===== config.mk =====
export PLATFORM = sky130hd
export DESIGN_NAME = gha_exec
export DESIGN_NICKNAME = d
export VERILOG_FILES = /design/src/rtl/core/gha_pkg.sv /design/src/rtl/core/gha_exec.sv
export SDC_FILE = /design/constraint.sdc
export NUM_CORES = 1
export LEC_CHECK = 0
export ABC_AREA = 1
export BUFFER_PORTS_ARGS = -buffer_cell sky130_fd_sc_hd__buf_2
export CAP_MARGIN = 20
export CORE_MARGIN = 5
export CORE_UTILIZATION = 35
export DETAILED_ROUTE_END_ITERATION = 7
export PLACE_DENSITY = 0.72
export RECOVER_POWER = 25
export SYNTH_ARGS = -nofsm -noshare
export SYNTH_HDL_FRONTEND = slang
export SYNTH_SLANG_ARGS = --single-unit
export TNS_END_PERCENT = 1

===== constraint.sdc =====
create_clock -name vclk -period 1.75
set_input_delay 0.175 -clock vclk [all_inputs]
set_output_delay 0.175 -clock vclk [all_outputs]
set_load 0.02 [all_outputs]

===== src/rtl/core/gha_pkg.sv =====
// -----------------------------------------------------------------------------
// Generational handle allocator package
// Shared widths, command and status codes, and the types that pass between
// the allocator modules.
// -----------------------------------------------------------------------------
`default_nettype none

package gha_pkg;

   localparam int HANDLE_W  = 32;
   localparam int SLOT_W    = 20;
   localparam int VER_W     = 12;
   localparam int MAX_SLOTS = 1024;
   localparam int ADDR_W    = $clog2(MAX_SLOTS);
   localparam int USED_W    = $clog2(MAX_SLOTS + 1);
   localparam int CMD_W     = 2;
   localparam int STATUS_W  = 2;

   // All ones in the slot field marks the end of the free list.
   localparam logic [SLOT_W-1:0] NULL_SLOT = {SLOT_W{1'b1}};

   typedef enum logic [CMD_W-1:0] {
      CMD_CREATE  = 2'd0,
      CMD_DESTROY = 2'd1,
      CMD_CHECK   = 2'd2
   } cmd_type;

   typedef enum logic [STATUS_W-1:0] {
      STATUS_OK    = 2'd0,
      STATUS_FULL  = 2'd1,
      STATUS_STALE = 2'd2
   } status_type;

   typedef enum logic {
      S_IDLE = 1'b0,
      S_EXEC = 1'b1
   } state_type;

   // Everything the execute stage decides for one command.
   typedef struct packed {
      logic                wr_en;
      logic [ADDR_W-1:0]   wr_addr;
      logic [HANDLE_W-1:0] wr_data;
      logic [USED_W-1:0]   slots_used;
      logic [SLOT_W-1:0]   free_head;
      logic [HANDLE_W-1:0] result_handle;
      logic                is_live;
      status_type          status;
   } exec_type;

endpackage

`default_nettype wire


===== src/rtl/core/gha_exec.sv =====
// -----------------------------------------------------------------------------
// Allocator execute stage
// Decides result, table write-back and the new allocation counters for one
// command, given the slot entry that was read for it.
// -----------------------------------------------------------------------------
`default_nettype none

module gha_exec
   import gha_pkg::*;
(
   input  wire logic [CMD_W-1:0]    cmd,
   input  wire logic [HANDLE_W-1:0] handle,
   input  wire logic [HANDLE_W-1:0] entry,
   input  wire logic [USED_W-1:0]   slots_used,
   input  wire logic [SLOT_W-1:0]   free_head,
   output exec_type                 ex
);

   logic [SLOT_W-1:0] slot;
   logic [VER_W-1:0]  next_ver;
   logic [SLOT_W-1:0] used_ext;
   logic              live;
   logic              head_ok;
   logic              room;

   always_comb begin
      slot     = handle[SLOT_W-1:0];
      next_ver = handle[HANDLE_W-1:SLOT_W] + VER_W'(1);
      used_ext = SLOT_W'(slots_used);
      // A slot below slots_used is always below the table size.
      live     = (slot < used_ext) && (entry == handle);
      head_ok  = (free_head != NULL_SLOT) && (free_head < used_ext);
      room     = (slots_used != USED_W'(MAX_SLOTS));
   end

   always_comb begin
      ex.wr_en         = 1'b0;
      ex.wr_addr       = slot[ADDR_W-1:0];
      ex.wr_data       = {next_ver, free_head};
      ex.slots_used    = slots_used;
      ex.free_head     = free_head;
      ex.result_handle = handle;
      ex.is_live       = 1'b0;
      ex.status        = STATUS_OK;

      case (cmd_type'(cmd))
         CMD_CREATE: begin
            if (head_ok) begin
               // Pop the free list; the entry keeps the bumped version.
               ex.wr_en         = 1'b1;
               ex.wr_addr       = free_head[ADDR_W-1:0];
               ex.result_handle = {entry[HANDLE_W-1:SLOT_W], free_head};
               ex.wr_data       = {entry[HANDLE_W-1:SLOT_W], free_head};
               ex.free_head     = entry[SLOT_W-1:0];
            end else begin
               // An empty or corrupt list is cleared either way.
               ex.free_head = NULL_SLOT;
               if (room) begin
                  ex.wr_en         = 1'b1;
                  ex.wr_addr       = slots_used[ADDR_W-1:0];
                  ex.result_handle = HANDLE_W'(slots_used);
                  ex.wr_data       = HANDLE_W'(slots_used);
                  ex.slots_used    = slots_used + USED_W'(1);
               end else begin
                  ex.result_handle = HANDLE_W'(NULL_SLOT);
                  ex.status        = STATUS_FULL;
               end
            end
         end
         CMD_DESTROY: begin
            if (live) begin
               ex.wr_en     = 1'b1;
               ex.free_head = slot;
               ex.is_live   = 1'b1;
            end else begin
               ex.status = STATUS_STALE;
            end
         end
         CMD_CHECK: begin
            if (live) begin
               ex.is_live = 1'b1;
            end else begin
               ex.status = STATUS_STALE;
            end
         end
         default: begin
            ex.status = STATUS_STALE;
         end
      endcase
   end

endmodule

`default_nettype wire


== Word-level counts from Yosys, hierarchy flattened ==
Index checks and enable logic that the tools add are counted.

* Register bits after elaboration: 0
* Bits in latches: 0
* Memory bits (writable): 0
* Bits in read-only memories: 0
* Output and inout bits: 109
* Word-level logic and storage cells: 29
* Memories kept: 0

* Add/sub/neg operators: 2
* $mul: 0
* Div/mod/pow operators: 0
* Order comparisons: 2
* Eq/ne operators: 5
* Shift operators: 0
* Mux-type cells: 16
* Bitwise operators: 0
* Reductions and logical operators: 4

{| class="wikitable"
|+ Operator list
! cell !! number
|-
| 2-to-1 mux 54 bit || 1
|-
| 2-to-1 mux 53 bit || 1
|-
| 2-to-1 mux 52 bit || 1
|-
| 2-to-1 mux 43 bit || 1
|-
| < comparator 20 x 11 -> 1 bit || 2
|-
| 2-to-1 mux 20 bit || 2
|-
| one-hot mux 20 bit (2 select lines) || 1
|-
| == test 32 bit || 1
|-
| 2-to-1 mux 32 bit || 1
|-
| != test 20 bit (second input constant) || 1
|-
| adder 12 x 1 -> 12 bit (second input constant) || 1
|-
| adder 11 x 1 -> 11 bit (second input constant) || 1
|-
| 2-to-1 mux 11 bit || 1
|-
| != test 11 bit (second input constant) || 1
|-
| 2-to-1 mux 1 bit || 4
|-
| one-hot mux 2 bit (2 select lines) || 1
|-
| == test 2 x 1 -> 1 bit (second input constant) || 1
|-
| == test 2 bit (second input constant) || 1
|-
| logical AND 1 bit || 2
|-
| zero test 2 bit || 1
|-
| 2-to-1 mux 2 bit || 1
|-
| one-hot mux 1 bit (2 select lines) || 1
|-
| OR reduction 2 bit || 1
|}

== Depth between registers and ports, before layout ==
* Word-level depth: 4
* Gate-level depth with buffers: 14
* Mapped depth without buffers: 13

== Least setup slack after synthesis ==
No wires, ideal clock.

* Kind: input-to-output
* From: input port slots_used[9]
* To: output port ex[56] (netlist bit)
* Arrival: 1.789 ns
* Required time: 1.575 ns
* Setup slack: -0.214 ns
* Stages on the path: 10
* Path buffers: 0
* Cell sequence: inv_1 ha_1 a21oi_1 nand3b_1 nand3_2 nor2_4 nand2_4 nand2_2 inv_2 o21ai_0

{| class="wikitable"
|+ RTL lines
! item !! line !! text
|-
| start: declaration || gha_exec.sv:14 || <nowiki>input wire logic [USED_W-1:0] slots_used,</nowiki>
|-
| end: declaration || gha_exec.sv:16 || <nowiki>output exec_type ex</nowiki>
|}

==> results.sh <==
export IMPL_critical_path_peak_fanout=8
export IMPL_route_final_wire_length_microns=20400
export IMPL_synth_area_leaders="sky130_fd_sc_hd__nand2_1 (33%), sky130_fd_sc_hd__nand3_1 (12%), sky130_fd_sc_hd__inv_1 (9.4%)"
export IMPL_post_route_period_util_pct=125
export IMPL_floorplan_initialDensity_pct=36.2
export IMPL_max_cap_viol_count=0
export IMPL_hp_start="slots_used[5]"
export IMPL_unrepaired_setup_endpoints_after_global_routing="yes"
export IMPL_detailedPlacementHpwl_microns=14500
export IMPL_failed_checks="negative setup slack"
export IMPL_final_hold_violation_count=0
export IMPL_coreArea_sq_um=9860
export IMPL_register_area_sq_um=0
export IMPL_clkbuf_count=0
export IMPL_power_per_cell_area_nw_per_um2=272
export IMPL_final_cell_count_no_fill=1214
export IMPL_synth_top_cells_by_count="sky130_fd_sc_hd__nand2_1 (315), sky130_fd_sc_hd__inv_1 (89), sky130_fd_sc_hd__nand3_1 (84)"
export IMPL_drt_initial_drc_count=781
export IMPL_dr_total_vias=6600
export IMPL_dp_cell_count=1199
export IMPL_hold_class="primary input to output pin"
export IMPL_status="complete, but fails checks"
export IMPL_dieArea_sq_um=12300
export IMPL_seq_cell_count=0
export IMPL_yosys_cell_types_count=33
export IMPL_grt_pass1_vias=6139
export IMPL_timing_final_max_slew_violations=0
export IMPL_grt_ovfl_total=0
export IMPL_fin_ws_ps=-437
export IMPL_place_port_buffers=206
export IMPL_final_setup_tns_ps=-36610
export IMPL_fin_nets=1205
export IMPL_fraction_of_final_layout_cells_sized_beyond_drive_strength_1_pct=47.4
export IMPL_crit_type="primary input to output pin"
export IMPL_worst_pin_slew_ps=476
export IMPL_area_growth_pct=102
export IMPL_fmax_mhz=457
export IMPL_route_detailed_drc=0
export IMPL_placedInstanceArea_sq_um=5690
export IMPL_antenna_left=0
export IMPL_hold_depth=4
export IMPL_grt_use_total_pct=28.4
export IMPL_power_ir_vdd_worst_mv=0.175
export IMPL_yosys_warnings=0
export IMPL_route_detailed_wl_per_inst_microns=16.8
export IMPL_drt_pre_antenna_iters=7
export IMPL_slew_headroom_pct=68.0
export IMPL_synthesis_nets=881
export IMPL_post_cts_hold_buffer_count=0
export IMPL_yosysTopAreaCell="sky130_fd_sc_hd__nand2_1"
export IMPL_mean_instance_size_in_the_synthesized_netlist_sq_um=4.71
export IMPL_worstPathArrival_ps=2010
export IMPL_setup_violations=109
export IMPL_crit_required_ps=1570
export IMPL_final_min_clock_period_ps=2190
export IMPL_synth_most_common_cell="sky130_fd_sc_hd__nand2_1"
export IMPL_fp_dieH_microns=111
export IMPL_hold_path_endpoint="ex[60]"
export IMPL_post_synth_inst_count=758
export IMPL_netlist_area_leader_share_pct=33.1
export IMPL_synth_sequential_area_ratio_pct=0
export IMPL_boundaryPins=206
export IMPL_crit_path_end_kind="output pin"
export IMPL_cp_start_kind="primary input"
export IMPL_grt_start_max_net_pins=40
export IMPL_grt_pass1_wl_microns=29800
export IMPL_core_rowCount=36
export IMPL_syn_area_sq_um=3570
export IMPL_power_leakage_nw=4.02
export IMPL_gp_routability_congestion=0.958
export IMPL_route_detailed_vias_per_inst=5.44
export IMPL_stdcell_area_sq_um=7200
export IMPL_die_width_microns=111
export IMPL_antenna_found_initial=2
-- cells in the final DEF (no fill, tap or decap), types with 9 or more instances in the layout --
master | Yosys | final
sky130_fd_sc_hd__nand2_2 | 1 | 36
sky130_fd_sc_hd__nor2_2 | 5 | 15
sky130_fd_sc_hd__buf_4 | 4 | 151
sky130_fd_sc_hd__ha_1 | 26 | 16
sky130_fd_sc_hd__a21oi_2 | 0 | 11
sky130_fd_sc_hd__o21ai_0 | 41 | 21
sky130_fd_sc_hd__nand4_1 | 13 | 13
sky130_fd_sc_hd__inv_1 | 89 | 83
sky130_fd_sc_hd__o21ai_2 | 0 | 21
sky130_fd_sc_hd__nor2_1 | 43 | 28
sky130_fd_sc_hd__o22ai_1 | 9 | 9
sky130_fd_sc_hd__xor2_1 | 10 | 10
sky130_fd_sc_hd__nand3_2 | 2 | 24
sky130_fd_sc_hd__nor3_1 | 11 | 10
sky130_fd_sc_hd__nand3_1 | 84 | 60
sky130_fd_sc_hd__buf_2 | 11 | 98
sky130_fd_sc_hd__inv_2 | 14 | 11
sky130_fd_sc_hd__buf_6 | 2 | 84
sky130_fd_sc_hd__a22oi_1 | 9 | 9
sky130_fd_sc_hd__nand2_1 | 315 | 276
sky130_fd_sc_hd__o21ai_1 | 18 | 17
sky130_fd_sc_hd__buf_12 | 0 | 9
sky130_fd_sc_hd__ha_4 | 0 | 9
-- stage by stage --
step	util, %	hold WS (ps)	worst slack [ps]	total power [mW]
floorplan	-	469	-150	0.795
global placement	57.7	698	-377	1.50
detailed placement	57.7	708	-461	1.51
CTS	67.3	685	-312	1.74
global route	73.0	702	-475	2.09
finish	73.0	676	-437	1.96
-- per-layer routing --
layer | vias up | track usage [%] | wire length (microns)
met3 | 105 | 5.24 | 2050
met1 | 2946 | 35.8 | 7640
met2 | 461 | 48.4 | 9750
met5 | - | 0 | 13
li1 | 3086 | - | -
met4 | 2 | 9.89 | 926
-- what timing repair did --
item | CTS | global route
resized for setup | 234 | 156
cloned | 4 | 1
pin swaps | 24 | 26
buffers inserted | 9 | 2
setup endpoints to repair | 109 | 109
-- power by group --
| group | total (mW) | leakage [nW] | switching, mW | internal, mW |
|---|---|---|---|---|
| registers | 0 | 0 | 0 | 0 |
| logic | 1.96 | 4.02 | 1.09 | 0.875 |
| clock network | 0.0000000764 | 0.00000634 | 0 | 0.0000000764 |
-- cell families after synthesis --
kind of cell               after synthesis  share of synthesized area (%)
buffers and inverters                  138                           15.8
AOI/OAI and AO/OA                       98                           14.7
adders and majority gates               26                           9.11
and+or+nand+nor                        481                           56.7
xor gates and xnor gates                15                           3.68
-- worst max-delay path, cell delays in order --
cell and delay [ps]:
sky130_fd_sc_hd__buf_8 80, sky130_fd_sc_hd__inv_6 40, sky130_fd_sc_hd__ha_4 260, sky130_fd_sc_hd__nand4_1 250, sky130_fd_sc_hd__a31oi_4 260, sky130_fd_sc_hd__nor2_4 70, sky130_fd_sc_hd__buf_12 130, sky130_fd_sc_hd__nand2_8 90
sky130_fd_sc_hd__buf_12 140, sky130_fd_sc_hd__buf_8 130, sky130_fd_sc_hd__nand2_2 60, sky130_fd_sc_hd__nand2_2 70, sky130_fd_sc_hd__nand2_2 60, sky130_fd_sc_hd__nand2_2 80, sky130_fd_sc_hd__buf_6 110
-- area by class of cell --
cell class                      instances  area, sq um
Timing Repair Buffer                  354         2980
Tap cell                              133          166
Multi-Input combinational cell        620         3620
Inverter                              106          439
Fill cell                             758         2660
Antenna cell                            1         2.50
-- worst max-delay path by stage --
stage | slack [ps] | from | to
final | -440 | slots_used[10] | ex[106]
after global routing | -470 | slots_used[10] | ex[106]
after floorplan | -150 | slots_used[7] | ex[66]
after detailed placement | -460 | slots_used[5] | ex[96]
after CTS | -310 | slots_used[9] | ex[24]
after global placement | -380 | slots_used[5] | ex[14]
No activity file was read; power rests on OpenSTA's default activity.
